==> src/rtl/cnds_pkg.sv <==
// ============================================================================
// cnds_pkg
// Shared widths, register indexes, reset values and setup states for the
// crop and nearest-neighbor downscale block.
// ============================================================================
package cnds_pkg;

  localparam int DEF_MAX_WIDTH  = 4096;
  localparam int DEF_MAX_HEIGHT = 4096;

  localparam int PIXEL_W      = 32;
  localparam int SIZE_CFG_W   = 13;
  localparam int ORIGIN_CFG_W = 12;
  localparam int SCALE_CFG_W  = 16;
  localparam int CFG_DATA_W   = 16;
  localparam int CFG_IDX_W    = 3;

  // Scale factor is a fraction with this many bits below the point
  localparam int SCALE_FRAC = 16;

  typedef logic [CFG_IDX_W-1:0] cfg_idx_t;

  localparam cfg_idx_t CFG_FRAME_WIDTH  = 3'd0;
  localparam cfg_idx_t CFG_FRAME_HEIGHT = 3'd1;
  localparam cfg_idx_t CFG_CROP_LEFT    = 3'd2;
  localparam cfg_idx_t CFG_CROP_TOP     = 3'd3;
  localparam cfg_idx_t CFG_CROP_COLS    = 3'd4;
  localparam cfg_idx_t CFG_CROP_ROWS    = 3'd5;
  localparam cfg_idx_t CFG_SCALE_FACTOR = 3'd6;

  localparam logic [SIZE_CFG_W-1:0] RST_FRAME_WIDTH  = 13'd1920;
  localparam logic [SIZE_CFG_W-1:0] RST_FRAME_HEIGHT = 13'd1080;

  typedef enum logic [2:0] {
    ST_GEOM,
    ST_CLIP,
    ST_SCALE,
    ST_DIV,
    ST_START,
    ST_RUN
  } setup_state_t;

endpackage

==> src/rtl/crop_and_nearest_downscale.sv <==
// ============================================================================
// crop_and_nearest_downscale
// Crop window plus nearest-neighbor downscale on a raster pixel stream.
// ============================================================================
// Source pixels enter one beat per clock in raster order and only the kept
// ones leave, unchanged, with out_tlast marking the end of an output row and
// out_tuser[0] the end of the output frame. Once running, the block takes one
// input beat every cycle unless its skid stage holds a beat; a compare of
// the source position against the next wanted row and column plus one
// accumulator add decide each pixel. After reset and after every
// configuration write the block recomputes its window geometry and holds
// in_tready low through the GEOM, CLIP, SCALE, DIV and START states; the
// bit-serial dividers in the DIV state find the column and row step
// sizes. The stream restarts at a new frame after each write and after
// the last pixel of every source frame.
module crop_and_nearest_downscale #(
  parameter int MAX_WIDTH  = cnds_pkg::DEF_MAX_WIDTH,
  parameter int MAX_HEIGHT = cnds_pkg::DEF_MAX_HEIGHT
) (
  input  logic                           clk,
  input  logic                           rst_n,
  // configuration write channel
  input  logic                           cfg_valid,
  output logic                           cfg_ready,
  input  logic [cnds_pkg::CFG_IDX_W-1:0] cfg_index,
  input  logic [cnds_pkg::CFG_DATA_W-1:0] cfg_data,
  // source pixels
  input  logic                           in_tvalid,
  output logic                           in_tready,
  input  logic [cnds_pkg::PIXEL_W-1:0]   in_tdata,   // [31:0] src_pixel
  // kept pixels
  output logic                           out_tvalid,
  input  logic                           out_tready,
  output logic [cnds_pkg::PIXEL_W-1:0]   out_tdata,  // [31:0] out_pixel
  output logic                           out_tlast,  // row_end
  output logic                           out_tuser   // [0] frame_end
);

  import cnds_pkg::*;

  localparam int WW   = $clog2(MAX_WIDTH + 1);
  localparam int HW   = $clog2(MAX_HEIGHT + 1);
  localparam int XWW  = (WW > SIZE_CFG_W) ? WW : SIZE_CFG_W;
  localparam int XHW  = (HW > SIZE_CFG_W) ? HW : SIZE_CFG_W;
  localparam int DW   = (WW > HW) ? WW : HW;
  localparam int CNW  = $clog2(DW);
  localparam int PWW  = WW + SCALE_CFG_W;
  localparam int PHW  = HW + SCALE_CFG_W;
  localparam int ROUND_HALF = 1 << (SCALE_FRAC - 1);

  // --------------------------------------------------------------------------
  // Configuration registers
  // --------------------------------------------------------------------------
  logic [SIZE_CFG_W-1:0]   frame_width_r, frame_height_r;
  logic [ORIGIN_CFG_W-1:0] crop_left_r, crop_top_r;
  logic [SIZE_CFG_W-1:0]   crop_cols_r, crop_rows_r;
  logic [SCALE_CFG_W-1:0]  scale_factor_r;
  logic                    cfg_write;

  assign cfg_ready = 1'b1;

  always_comb begin
    case (cfg_index)
      CFG_FRAME_WIDTH, CFG_FRAME_HEIGHT, CFG_CROP_LEFT, CFG_CROP_TOP,
      CFG_CROP_COLS, CFG_CROP_ROWS, CFG_SCALE_FACTOR: begin
        cfg_write = cfg_valid;
      end
      default: begin
        cfg_write = 1'b0;
      end
    endcase
  end

  always_ff @(posedge clk) begin
    if (!rst_n) begin
      frame_width_r  <= RST_FRAME_WIDTH;
      frame_height_r <= RST_FRAME_HEIGHT;
      crop_left_r    <= '0;
      crop_top_r     <= '0;
      crop_cols_r    <= '0;
      crop_rows_r    <= '0;
      scale_factor_r <= '0;
    end else if (cfg_valid) begin
      case (cfg_index)
        CFG_FRAME_WIDTH:  frame_width_r  <= cfg_data[SIZE_CFG_W-1:0];
        CFG_FRAME_HEIGHT: frame_height_r <= cfg_data[SIZE_CFG_W-1:0];
        CFG_CROP_LEFT:    crop_left_r    <= cfg_data[ORIGIN_CFG_W-1:0];
        CFG_CROP_TOP:     crop_top_r     <= cfg_data[ORIGIN_CFG_W-1:0];
        CFG_CROP_COLS:    crop_cols_r    <= cfg_data[SIZE_CFG_W-1:0];
        CFG_CROP_ROWS:    crop_rows_r    <= cfg_data[SIZE_CFG_W-1:0];
        CFG_SCALE_FACTOR: scale_factor_r <= cfg_data[SCALE_CFG_W-1:0];
        default: ;
      endcase
    end
  end

  // --------------------------------------------------------------------------
  // Setup sequencer
  // --------------------------------------------------------------------------
  setup_state_t state_r, state_nxt;
  logic [CNW-1:0] div_cnt_r;

  always_ff @(posedge clk) begin
    if (!rst_n) begin
      state_r <= ST_GEOM;
    end else begin
      state_r <= state_nxt;
    end
  end

  always_comb begin
    state_nxt = state_r;
    case (state_r)
      ST_GEOM:  state_nxt = ST_CLIP;
      ST_CLIP:  state_nxt = ST_SCALE;
      ST_SCALE: state_nxt = ST_DIV;
      ST_DIV: begin
        if (div_cnt_r == CNW'(DW - 1)) begin
          state_nxt = ST_START;
        end
      end
      ST_START: state_nxt = ST_RUN;
      ST_RUN:   state_nxt = ST_RUN;
      default:  state_nxt = ST_GEOM;
    endcase
    // any register write restarts the geometry
    if (cfg_write) begin
      state_nxt = ST_GEOM;
    end
  end

  // --------------------------------------------------------------------------
  // Geometry datapath
  // --------------------------------------------------------------------------
  logic [WW-1:0] fw_r, x0_r, wc_r, nw_r, col_start_r, cq_r, cr_r;
  logic [HW-1:0] fh_r, y0_r, hc_r, nh_r, row_start_r, rq_r, rr_r;
  logic [WW:0]   col_err0_r, col_step2_r, nw2_r;
  logic [HW:0]   row_err0_r, row_step2_r, nh2_r;

  logic [XWW-1:0] fw_x, cl_x, cc_x, fw_lim;
  logic [XHW-1:0] fh_x, ct_x, cr_x, fh_lim;
  logic [WW-1:0]  fw_calc, x0_calc, wc_calc, w_rest, nw_calc;
  logic [HW-1:0]  fh_calc, y0_calc, hc_calc, h_rest, nh_calc;
  logic [PWW-1:0] prod_w;
  logic [PHW-1:0] prod_h;
  logic           crop_en;

  always_comb begin
    // saturate the frame size into 1..MAX
    fw_x = XWW'(frame_width_r);
    fh_x = XHW'(frame_height_r);
    if (fw_x == '0) begin
      fw_calc = WW'(1);
    end else if (fw_x > XWW'(MAX_WIDTH)) begin
      fw_calc = WW'(MAX_WIDTH);
    end else begin
      fw_calc = fw_x[WW-1:0];
    end
    if (fh_x == '0) begin
      fh_calc = HW'(1);
    end else if (fh_x > XHW'(MAX_HEIGHT)) begin
      fh_calc = HW'(MAX_HEIGHT);
    end else begin
      fh_calc = fh_x[HW-1:0];
    end

    // clamp crop origin into the frame, size into the rest of it; a zero crop size keeps the whole frame
    crop_en = (crop_cols_r != '0) && (crop_rows_r != '0);
    cl_x    = XWW'(crop_left_r);
    ct_x    = XHW'(crop_top_r);
    cc_x    = XWW'(crop_cols_r);
    cr_x    = XHW'(crop_rows_r);
    fw_lim  = XWW'(fw_r) - XWW'(1);
    fh_lim  = XHW'(fh_r) - XHW'(1);
    x0_calc = (cl_x > fw_lim) ? fw_lim[WW-1:0] : cl_x[WW-1:0];
    y0_calc = (ct_x > fh_lim) ? fh_lim[HW-1:0] : ct_x[HW-1:0];
    w_rest  = fw_r - x0_calc;
    h_rest  = fh_r - y0_calc;
    wc_calc = (cc_x > XWW'(w_rest)) ? w_rest : cc_x[WW-1:0];
    hc_calc = (cr_x > XHW'(h_rest)) ? h_rest : cr_x[HW-1:0];
    if (!crop_en) begin
      x0_calc = '0;
      y0_calc = '0;
      wc_calc = fw_r;
      hc_calc = fh_r;
    end

    // output size: round(size * factor), at least one; a zero factor keeps the crop size
    prod_w  = PWW'(wc_r) * PWW'(scale_factor_r) + PWW'(ROUND_HALF);
    prod_h  = PHW'(hc_r) * PHW'(scale_factor_r) + PHW'(ROUND_HALF);
    nw_calc = prod_w[PWW-1:SCALE_FRAC];
    nh_calc = prod_h[PHW-1:SCALE_FRAC];
    if (nw_calc == '0) begin
      nw_calc = WW'(1);
    end
    if (nh_calc == '0) begin
      nh_calc = HW'(1);
    end
    if (scale_factor_r == '0) begin
      nw_calc = wc_r;
      nh_calc = hc_r;
    end
  end

  // Restoring dividers: size / n, one quotient bit per cycle, both axes
  logic [WW:0]   col_rsh;
  logic [HW:0]   row_rsh;
  logic          col_ge, row_ge, col_div_on, row_div_on;

  always_comb begin
    col_rsh    = {cr_r, cq_r[WW-1]};
    row_rsh    = {rr_r, rq_r[HW-1]};
    col_ge     = col_rsh >= {1'b0, nw_r};
    row_ge     = row_rsh >= {1'b0, nh_r};
    col_div_on = {1'b0, div_cnt_r} < (CNW+1)'(WW);
    row_div_on = {1'b0, div_cnt_r} < (CNW+1)'(HW);
  end

  always_ff @(posedge clk) begin
    case (state_r)
      ST_GEOM: begin
        fw_r <= fw_calc;
        fh_r <= fh_calc;
      end
      ST_CLIP: begin
        x0_r <= x0_calc;
        y0_r <= y0_calc;
        wc_r <= wc_calc;
        hc_r <= hc_calc;
      end
      ST_SCALE: begin
        nw_r      <= nw_calc;
        nh_r      <= nh_calc;
        cq_r      <= wc_r;
        rq_r      <= hc_r;
        cr_r      <= '0;
        rr_r      <= '0;
        div_cnt_r <= '0;
      end
      ST_DIV: begin
        div_cnt_r <= div_cnt_r + CNW'(1);
        if (col_div_on) begin
          cr_r <= col_ge ? WW'(col_rsh - {1'b0, nw_r}) : col_rsh[WW-1:0];
          cq_r <= {cq_r[WW-2:0], col_ge};
        end
        if (row_div_on) begin
          rr_r <= row_ge ? HW'(row_rsh - {1'b0, nh_r}) : row_rsh[HW-1:0];
          rq_r <= {rq_r[HW-2:0], row_ge};
        end
      end
      ST_START: begin
        // first pick: base + size/(2n), remainder size mod 2n
        col_start_r <= x0_r + (cq_r >> 1);
        row_start_r <= y0_r + (rq_r >> 1);
        col_err0_r  <= (cq_r[0] ? {1'b0, nw_r} : '0) + {1'b0, cr_r};
        row_err0_r  <= (rq_r[0] ? {1'b0, nh_r} : '0) + {1'b0, rr_r};
        col_step2_r <= {cr_r, 1'b0};
        row_step2_r <= {rr_r, 1'b0};
        nw2_r       <= {nw_r, 1'b0};
        nh2_r       <= {nh_r, 1'b0};
      end
      default: ;
    endcase
  end

  // --------------------------------------------------------------------------
  // Per-pixel selection
  // --------------------------------------------------------------------------
  logic [WW-1:0] in_col_r, out_col_r, wanted_col_r;
  logic [HW-1:0] in_row_r, out_row_r, wanted_row_r;
  logic [WW:0]   col_err_r;
  logic [HW:0]   row_err_r;

  logic [WW-1:0] in_col_nxt, out_col_nxt, wanted_col_nxt;
  logic [HW-1:0] in_row_nxt, out_row_nxt, wanted_row_nxt;
  logic [WW:0]   col_err_nxt;
  logic [HW:0]   row_err_nxt;
  logic [WW+1:0] col_sum;
  logic [HW+1:0] row_sum;
  logic          in_accept, row_hit, pix_hit, row_end, frame_end;
  logic          skid_valid_r, out_valid_r;

  assign in_tready = (state_r == ST_RUN) && !skid_valid_r;
  assign in_accept = in_tvalid && in_tready;

  always_comb begin
    row_hit   = (in_row_r == wanted_row_r) && (out_row_r < nh_r);
    pix_hit   = row_hit && (in_col_r == wanted_col_r) && (out_col_r < nw_r);
    row_end   = out_col_r == (nw_r - WW'(1));
    frame_end = row_end && (out_row_r == (nh_r - HW'(1)));
    col_sum   = {1'b0, col_err_r} + {1'b0, col_step2_r};
    row_sum   = {1'b0, row_err_r} + {1'b0, row_step2_r};

    in_col_nxt     = in_col_r;
    in_row_nxt     = in_row_r;
    out_col_nxt    = out_col_r;
    out_row_nxt    = out_row_r;
    wanted_col_nxt = wanted_col_r;
    wanted_row_nxt = wanted_row_r;
    col_err_nxt    = col_err_r;
    row_err_nxt    = row_err_r;

    if (pix_hit) begin
      if (row_end) begin
        out_col_nxt    = '0;
        wanted_col_nxt = col_start_r;
        col_err_nxt    = col_err0_r;
      end else begin
        out_col_nxt = out_col_r + WW'(1);
        if (col_sum >= {1'b0, nw2_r}) begin
          col_err_nxt    = (WW+1)'(col_sum - {1'b0, nw2_r});
          wanted_col_nxt = wanted_col_r + cq_r + WW'(1);
        end else begin
          col_err_nxt    = col_sum[WW:0];
          wanted_col_nxt = wanted_col_r + cq_r;
        end
      end
    end

    if ((in_col_r + WW'(1)) >= fw_r) begin
      if ((in_row_r + HW'(1)) >= fh_r) begin
        // last source pixel: back to the start of a frame
        in_col_nxt     = '0;
        in_row_nxt     = '0;
        out_col_nxt    = '0;
        out_row_nxt    = '0;
        wanted_col_nxt = col_start_r;
        wanted_row_nxt = row_start_r;
        col_err_nxt    = col_err0_r;
        row_err_nxt    = row_err0_r;
      end else begin
        in_col_nxt = '0;
        in_row_nxt = in_row_r + HW'(1);
        if (row_hit) begin
          out_row_nxt    = out_row_r + HW'(1);
          out_col_nxt    = '0;
          wanted_col_nxt = col_start_r;
          col_err_nxt    = col_err0_r;
          if (row_sum >= {1'b0, nh2_r}) begin
            row_err_nxt    = (HW+1)'(row_sum - {1'b0, nh2_r});
            wanted_row_nxt = wanted_row_r + rq_r + HW'(1);
          end else begin
            row_err_nxt    = row_sum[HW:0];
            wanted_row_nxt = wanted_row_r + rq_r;
          end
        end
      end
    end else begin
      in_col_nxt = in_col_r + WW'(1);
    end
  end

  always_ff @(posedge clk) begin
    if (state_r == ST_START) begin
      in_col_r     <= '0;
      in_row_r     <= '0;
      out_col_r    <= '0;
      out_row_r    <= '0;
      wanted_col_r <= x0_r + (cq_r >> 1);
      wanted_row_r <= y0_r + (rq_r >> 1);
      col_err_r    <= (cq_r[0] ? {1'b0, nw_r} : '0) + {1'b0, cr_r};
      row_err_r    <= (rq_r[0] ? {1'b0, nh_r} : '0) + {1'b0, rr_r};
    end else if (in_accept) begin
      in_col_r     <= in_col_nxt;
      in_row_r     <= in_row_nxt;
      out_col_r    <= out_col_nxt;
      out_row_r    <= out_row_nxt;
      wanted_col_r <= wanted_col_nxt;
      wanted_row_r <= wanted_row_nxt;
      col_err_r    <= col_err_nxt;
      row_err_r    <= row_err_nxt;
    end
  end

  // --------------------------------------------------------------------------
  // Output register with skid stage
  // --------------------------------------------------------------------------
  logic [PIXEL_W-1:0] out_pixel_r, skid_pixel_r;
  logic               out_row_end_r, out_frame_end_r;
  logic               skid_row_end_r, skid_frame_end_r;
  logic               new_valid;

  assign new_valid = in_accept && pix_hit;

  always_ff @(posedge clk) begin
    if (!rst_n) begin
      out_valid_r  <= 1'b0;
      skid_valid_r <= 1'b0;
    end else if (out_tready || !out_valid_r) begin
      if (skid_valid_r) begin
        out_valid_r  <= 1'b1;
        skid_valid_r <= 1'b0;
      end else begin
        out_valid_r <= new_valid;
      end
    end else if (new_valid) begin
      // hold the new beat until the output register drains
      skid_valid_r <= 1'b1;
    end
  end

  always_ff @(posedge clk) begin
    if (out_tready || !out_valid_r) begin
      if (skid_valid_r) begin
        out_pixel_r     <= skid_pixel_r;
        out_row_end_r   <= skid_row_end_r;
        out_frame_end_r <= skid_frame_end_r;
      end else begin
        out_pixel_r     <= in_tdata;
        out_row_end_r   <= row_end;
        out_frame_end_r <= frame_end;
      end
    end else if (new_valid) begin
      skid_pixel_r     <= in_tdata;
      skid_row_end_r   <= row_end;
      skid_frame_end_r <= frame_end;
    end
  end

  assign out_tvalid = out_valid_r;
  assign out_tdata  = out_pixel_r;
  assign out_tlast  = out_row_end_r;
  assign out_tuser  = out_frame_end_r;

`ifndef NO_ASSERTIONS
  a_skid_behind_out: assert property (@(posedge clk) disable iff (!rst_n)
    skid_valid_r |-> out_valid_r)
    else $error("skid beat held without an output beat");

  a_out_col_bound: assert property (@(posedge clk) disable iff (!rst_n)
    (state_r == ST_RUN) |-> (out_col_r < nw_r))
    else $error("output column ran past the output width");

  a_in_col_bound: assert property (@(posedge clk) disable iff (!rst_n)
    (state_r == ST_RUN) |-> (in_col_r < fw_r))
    else $error("source column ran past the frame width");

  a_frame_end_row_end: assert property (@(posedge clk) disable iff (!rst_n)
    (out_valid_r && out_frame_end_r) |-> out_row_end_r)
    else $error("frame end beat without row end");

  a_cfg_restart: assert property (@(posedge clk) disable iff (!rst_n)
    cfg_write |=> ((state_r == ST_GEOM) && !in_tready))
    else $error("register write did not restart the geometry setup");
`endif

endmodule
==> config.mk <==
export PLATFORM = sky130hd
export DESIGN_NAME = crop_and_nearest_downscale
export DESIGN_NICKNAME = d
export VERILOG_FILES = /design/src/rtl/cnds_pkg.sv /design/src/rtl/crop_and_nearest_downscale.sv
export SDC_FILE = /design/constraint.sdc
export NUM_CORES = 2
export LEC_CHECK = 0
export BUFFER_PORTS_ARGS = -buffer_cell sky130_fd_sc_hd__buf_2
export CAP_MARGIN = 25
export CORE_UTILIZATION = 41
export DETAILED_ROUTE_END_ITERATION = 8
export PLACE_DENSITY = 0.67
export SYNTH_ARGS = -nofsm -noshare
export SYNTH_HDL_FRONTEND = slang
export SYNTH_SLANG_ARGS = --single-unit
export TNS_END_PERCENT = 1
==> constraint.sdc <==
create_clock -name clk -period 13.4 [get_ports clk]
set_input_delay 2.68 -clock clk [delete_from_list [all_inputs] [get_ports clk]]
set_output_delay 2.68 -clock clk [all_outputs]
set_load 0.01 [all_outputs]
=== After elaboration in Yosys (flattened, before gate mapping) ===
Cells that the tools add are included.

* Bits in registers: 537
* Input bits: 56
* Output and inout bits: 37

* $add $sub $neg: 27
* Multipliers: 2
* $lt $le $gt $ge: 15
* Eq/ne operators: 18
* Muxes and demuxes: 69
* Bitwise operators: 2
* Reductions and logical operators: 43

{| class="wikitable"
|+ Operator list
! kind !! count
|-
| $mux 13 || 43
|-
| $mux 14 || 14
|-
| $pmux 13 s2 || 4
|-
| $add 13x1->13 const B || 6
|-
| $add 29x16->29 const B || 2
|-
| $mul 13x16->29 || 2
|-
| $eq 13x13->1 || 4
|-
| $logic_not 13->1 || 4
|-
| $sub 13x1->13 const B || 4
|-
| $sub 13x13->13 || 4
|-
| $mux 32 || 1
|-
| $add 14x14->15 || 2
|-
| $ge 15x14->1 || 2
|-
| $add 13x13->14 || 2
|-
| $ge 14x13->1 || 2
|-
| $sub 14x14->14 || 2
|-
| $add 13x12->13 || 2
|-
| $add 13x13->13 || 2
|-
| $ge 13x13->1 || 2
|-
| $gt 12x13->1 || 2
|-
| $gt 13x13->1 || 2
|-
| $gt 13x13->1 const B || 2
|-
| $lt 13x13->1 || 2
|-
| $reduce_bool 13->1 || 2
|-
| 23 further kinds || 62
|}

=== Depth between registers and ports, before layout ===
* Depth in word-level cells: 10
* Depth in mapped cells: 34
* Gate-level depth less buffers: 32

=== Least setup slack after synthesis ===
Ideal clock, no wire load.

* Path type: register to register
* Start point: register fh_r[4]
* End point: register hc_r[0] (data pin)
* Arrival: 6.722 ns
* Required time: 13.131 ns
* Path slack: 6.409 ns
* Stages on the path, launching flop included: 34
* Path buffers: 2
* Period minus slack after synthesis: 6.991 ns
* Cell sequence: edfxtp_1 > or4_1 > nor2_1 > nand2_1 > nor4_1 > xnor2_1 > ha_1 > nand3_1 > o22ai_1 > nor2_1 > mux2i_1 > nand2_1 > a31oi_1 > clkbuf_1 > mux2i_1 > ha_1 > inv_1 > fa_1 > a21o_1 > a21oi_1 > o21ai_0 > a21oi_1 > o21bai_1 > a41oi_1 > nor2b_1 > xor2_1 > ha_1 > o21ai_0 > a21oi_1 > o21ai_0 > a21oi_1 > clkbuf_1 > mux2i_1 > o21ai_0

* Word-level cells in the longest chain between the ends: 7

{| class="wikitable"
|+ Ends and longest elaborated chain
! element !! line !! text
|-
| start, declared || crop_and_nearest_downscale.sv:136 || <nowiki>logic [HW-1:0] fh_r, y0_r, hc_r, nh_r, row_start_r, rq_r, rr_r;</nowiki>
|-
| start signal, assigned || crop_and_nearest_downscale.sv:223 || <nowiki>fh_r <= fh_calc;</nowiki>
|-
| $sub 13x1->13 || crop_and_nearest_downscale.sv:174 || <nowiki>fh_lim = XHW'(fh_r) - XHW'(1);</nowiki>
|-
| $gt 12x13->1 || crop_and_nearest_downscale.sv:176 || <nowiki>y0_calc = (ct_x > fh_lim) ? fh_lim[HW-1:0] : ct_x[HW-1:0];</nowiki>
|-
| $mux 13 || crop_and_nearest_downscale.sv:176 ||
|-
| $sub 13x13->13 (*) || crop_and_nearest_downscale.sv:178 || <nowiki>h_rest = fh_r - y0_calc;</nowiki>
|-
| $gt 13x13->1 || crop_and_nearest_downscale.sv:180 || <nowiki>hc_calc = (cr_x > XHW'(h_rest)) ? h_rest : cr_x[HW-1:0];</nowiki>
|-
| $mux 13 (*) || crop_and_nearest_downscale.sv:180 ||
|-
| $mux 13 (*) || crop_and_nearest_downscale.sv:181 || <nowiki>if (!crop_en) begin</nowiki>
|-
| net hc_calc[0] || crop_and_nearest_downscale.sv:143 || <nowiki>logic [HW-1:0] fh_calc, y0_calc, hc_calc, h_rest, nh_calc;</nowiki>
|-
| end signal, assigned || crop_and_nearest_downscale.sv:229 || <nowiki>hc_r <= hc_calc;</nowiki>
|-
| end, declared || crop_and_nearest_downscale.sv:136 ||
|}

Mark *: on every way through the listed nets, which the timed path passes. The rest lies on a longest branch.
A chain may end at the register's enable or synchronous reset.

=== Worst setup path in the final report ===
* Start point: register fw_r[2]
* End point: register wc_r[5] (data pin)

* Word-level cells in the longest chain between the ends: 7

{| class="wikitable"
|+ Ends and longest elaborated chain
! element !! line !! text
|-
| start, declared || crop_and_nearest_downscale.sv:135 || <nowiki>logic [WW-1:0] fw_r, x0_r, wc_r, nw_r, col_start_r, cq_r, cr_r;</nowiki>
|-
| start signal, assigned || crop_and_nearest_downscale.sv:222 || <nowiki>fw_r <= fw_calc;</nowiki>
|-
| $sub 13x1->13 || crop_and_nearest_downscale.sv:173 || <nowiki>fw_lim = XWW'(fw_r) - XWW'(1);</nowiki>
|-
| $gt 12x13->1 || crop_and_nearest_downscale.sv:175 || <nowiki>x0_calc = (cl_x > fw_lim) ? fw_lim[WW-1:0] : cl_x[WW-1:0];</nowiki>
|-
| $mux 13 || crop_and_nearest_downscale.sv:175 ||
|-
| $sub 13x13->13 (*) || crop_and_nearest_downscale.sv:177 || <nowiki>w_rest = fw_r - x0_calc;</nowiki>
|-
| $gt 13x13->1 || crop_and_nearest_downscale.sv:179 || <nowiki>wc_calc = (cc_x > XWW'(w_rest)) ? w_rest : cc_x[WW-1:0];</nowiki>
|-
| $mux 13 (*) || crop_and_nearest_downscale.sv:179 ||
|-
| $mux 13 (*) || crop_and_nearest_downscale.sv:181 ||
|-
| net wc_calc[5] || crop_and_nearest_downscale.sv:142 || <nowiki>logic [WW-1:0] fw_calc, x0_calc, wc_calc, w_rest, nw_calc;</nowiki>
|-
| end signal, assigned || crop_and_nearest_downscale.sv:228 || <nowiki>wc_r <= wc_calc;</nowiki>
|-
| end, declared || crop_and_nearest_downscale.sv:135 ||
|}

Marked as above.

==> metrics.csv <==
metric,value,unit
status,"finished, final reports clean",
clk root buf,clkbuf_16,
"FFs w/ async S/R, synth",0,
die height,343,um
clock slew at reported path FFs,0.06,ns
worst slew pin tran,1.11,ns
Core Rows,124,
chip width,343,um
Routed wire per std cell,18.9,um
Via Count,36700,
Die Footprint,118000,um2
Syn Area/Cell,9.42,um2
Design Power,4.20,mW
"Max FO, Critical Path",12,
Worst Setup Start Kind,register,
mapped cell area,47700,um2
minimum clock period after layout,7.48,ns
post-CTS sizing,0,
Synth top cells by count,"nand2_1 (701), inv_1 (558), ha_1 (474)",
sequential area share after synthesis,0.307,
post-DP HPWL,93.3,mm
RSZ-0062 raised after global routing,false,
Iter 0 DRT Violations,2788,
vias in the first global route,35900,
crit-path max cell delay,0.59,ns
synthesized instance count,5064,
"most used cell, CP",a21oi_1,
total CTS buffers,60,
layout cells sized above 1,0.0772,
setup_tns,0,ns
Register Area,14600,um2
largest net degree at the start of global routing,97,
"count leader, synth",nand2_1,
multi-input logic area,30200,um2
cell taking the most area after synthesis,edfxtp_1,
Initial Util,0.415,
initial antenna violation count,4,
CTS max path bufs,3,
CTS tree,built,
share of the synthesized area in the top cell type,0.244,
Worst R2R End,wc_r[5],
Clock Latency Late Sink,0.66,ns
yosys warns,0,
grt total ovfl,0,
number of setup buffers added after CTS,0,
Max Cap Viol,0,
Final Setup Violations,0,
instance area after placement,49800,um2
Static Leak,22.4,nW
Worst Hold Class,register to register,
core area,115000,um2
CP endpoint kind,register,
pwr/cell area,81.2,nW/um2
DRC,0,
PortBufs,91,
crit share post-route,0.558,
H-tree Lvls,2,
Vias/cell,5.53,
Total Routing Usage GR,0.212,
Layout Nets,5934,
GPL Wtd Cong,0.922,
hold path startpoint,scale_factor_r[7],
Critical-path top delay cell,a21oi_1,
# fillers,10900,
Seq cells post-synth,537,
Synth cell types,95,
worst setup path class,register to register,
r2r setup slk,5.92,ns
Final Hold Fails,0,
WHS Endpoint,scale_factor_r[7],
Sink Count,537,
max-slew violations,0,
"IR drop worst, VDD",0.0995,mV
DR pass1 iterations,5,
ranking of synthesized cells by area,"edfxtp_1 (24%), fa_1 (13%), ha_1 (12%)",
hold buffers post-CTS,0,
reg2reg start,fw_r[2],
Peak Freq,134,MHz
Clock Skews,0.0436,ns
Critical Path AT,7.86,ns
Critical Path RT,13.79,ns
Antenna Nets Post-Route,0,
FF-to-FF path depth,33,
Min-Delay Path Depth,2,
Post-synth EDFFs,388,
area delta synth->final,8.54,%
ys flop type,edfxtp_1,
slew margin rel.,0.260,
post-route cell area,51800,um2
# IOs,93,
final wirelength,126,mm
first-pass GRT wire length,199,mm
## cell usage in the layout, fill, tap and decap left out, types with 100 or more instances in the layout
cell and instances:
o21ai_0 208, fa_1 320, nand2_1 699, nand3_1 105, xnor2_1 175, a21oi_1 199, dfxtp_1 148, nor2_1 230
edfxtp_1 388, inv_1 557, xor2_1 103, mux2_2 100, ha_1 474, and2_1 174
## worst max path at each step
stage | endpoint | cells past startpoint | start
final | wc_r[5] | 33 | fw_r[2]
after detailed placement | wc_r[4] | 33 | fw_r[2]
after floorplan | hc_r[0] | 33 | fh_r[4]
after global placement | wc_r[2] | 33 | fw_r[2]
after global routing | wc_r[5] | 33 | fw_r[2]
after CTS | wc_r[4] | 33 | fw_r[2]
## registers in the layout (all words and copies together), names as in the netlist, 14 cells and up, named ones only
name	flops
col_err_r	14
scale_factor_r	16
out_tdata	32
col_err0_r	14
row_err_r	14
row_err0_r	14
skid_pixel_r	32
## final cells by class
cell class | instances | share of cell area
Multi-Input combinational cell | 3772 | 0.584
Clock buffer | 78 | 0.0321
Tap cell | 1512 | 0.0366
Timing Repair Buffer | 155 | 0.0186
Clock inverter | 32 | 0.00503
Sequential cell | 537 | 0.283
Inverter | 558 | 0.0406
Antenna cell | 1 | 0.0000483
## critical path, delay by kind of cell, from the launching register on
| family | cells | cell delay (ns) |
|---|---|---|
| AOI/OAI and AO/OA | 12 | 2.51 |
| xor gates and xnor gates | 2 | 0.25 |
| adders and majority gates | 4 | 1.21 |
| buffers and inverters | 3 | 0.60 |
| DFF | 1 | 0.50 |
| muxes | 4 | 0.73 |
| and+or+nand+nor | 8 | 1.43 |
## metrics by stage
step | hold WS [ns] | cells | utilization | worst slack (ns)
after CTS | 0.469 | 6642 | 0.450 | 6.05
after global routing | 0.484 | 6644 | 0.451 | 5.40
after detailed placement | 0.462 | 6532 | 0.434 | 6.10
after floorplan | 0.443 | 5065 | - | 6.41
final | 0.466 | 6645 | 0.451 | 5.92
after global placement | 0.453 | 6532 | 0.434 | 6.16
## where the power goes
| group | internal, mW | switching (mW) | leakage, nW |
|---|---|---|---|
| sequential | 1.83 | 0.0616 | 4.83 |
| clock | 0.931 | 0.713 | 0.934 |
| combinational | 0.263 | 0.406 | 16.6 |
## cell families after synthesis
group,count (synthesis),share of synthesized area
AO/OA/AOI/OAI,896,0.124
flip-flops,537,0.307
multiplexers,151,0.0343
XOR/XNOR,278,0.0511
other,2,0.000157
buffers and inverters,756,0.0602
adder cells (fa/ha/maj),794,0.259
AND/OR/NAND/NOR,1650,0.165
## layer usage
layer,GRT usage,share of wire
met4,0.0494,0.022
met2,0.347,0.46
met3,0.0285,0.064
met1,0.298,0.46
met5,0,0.00021
No activity file was read; power rests on OpenSTA's default activity.
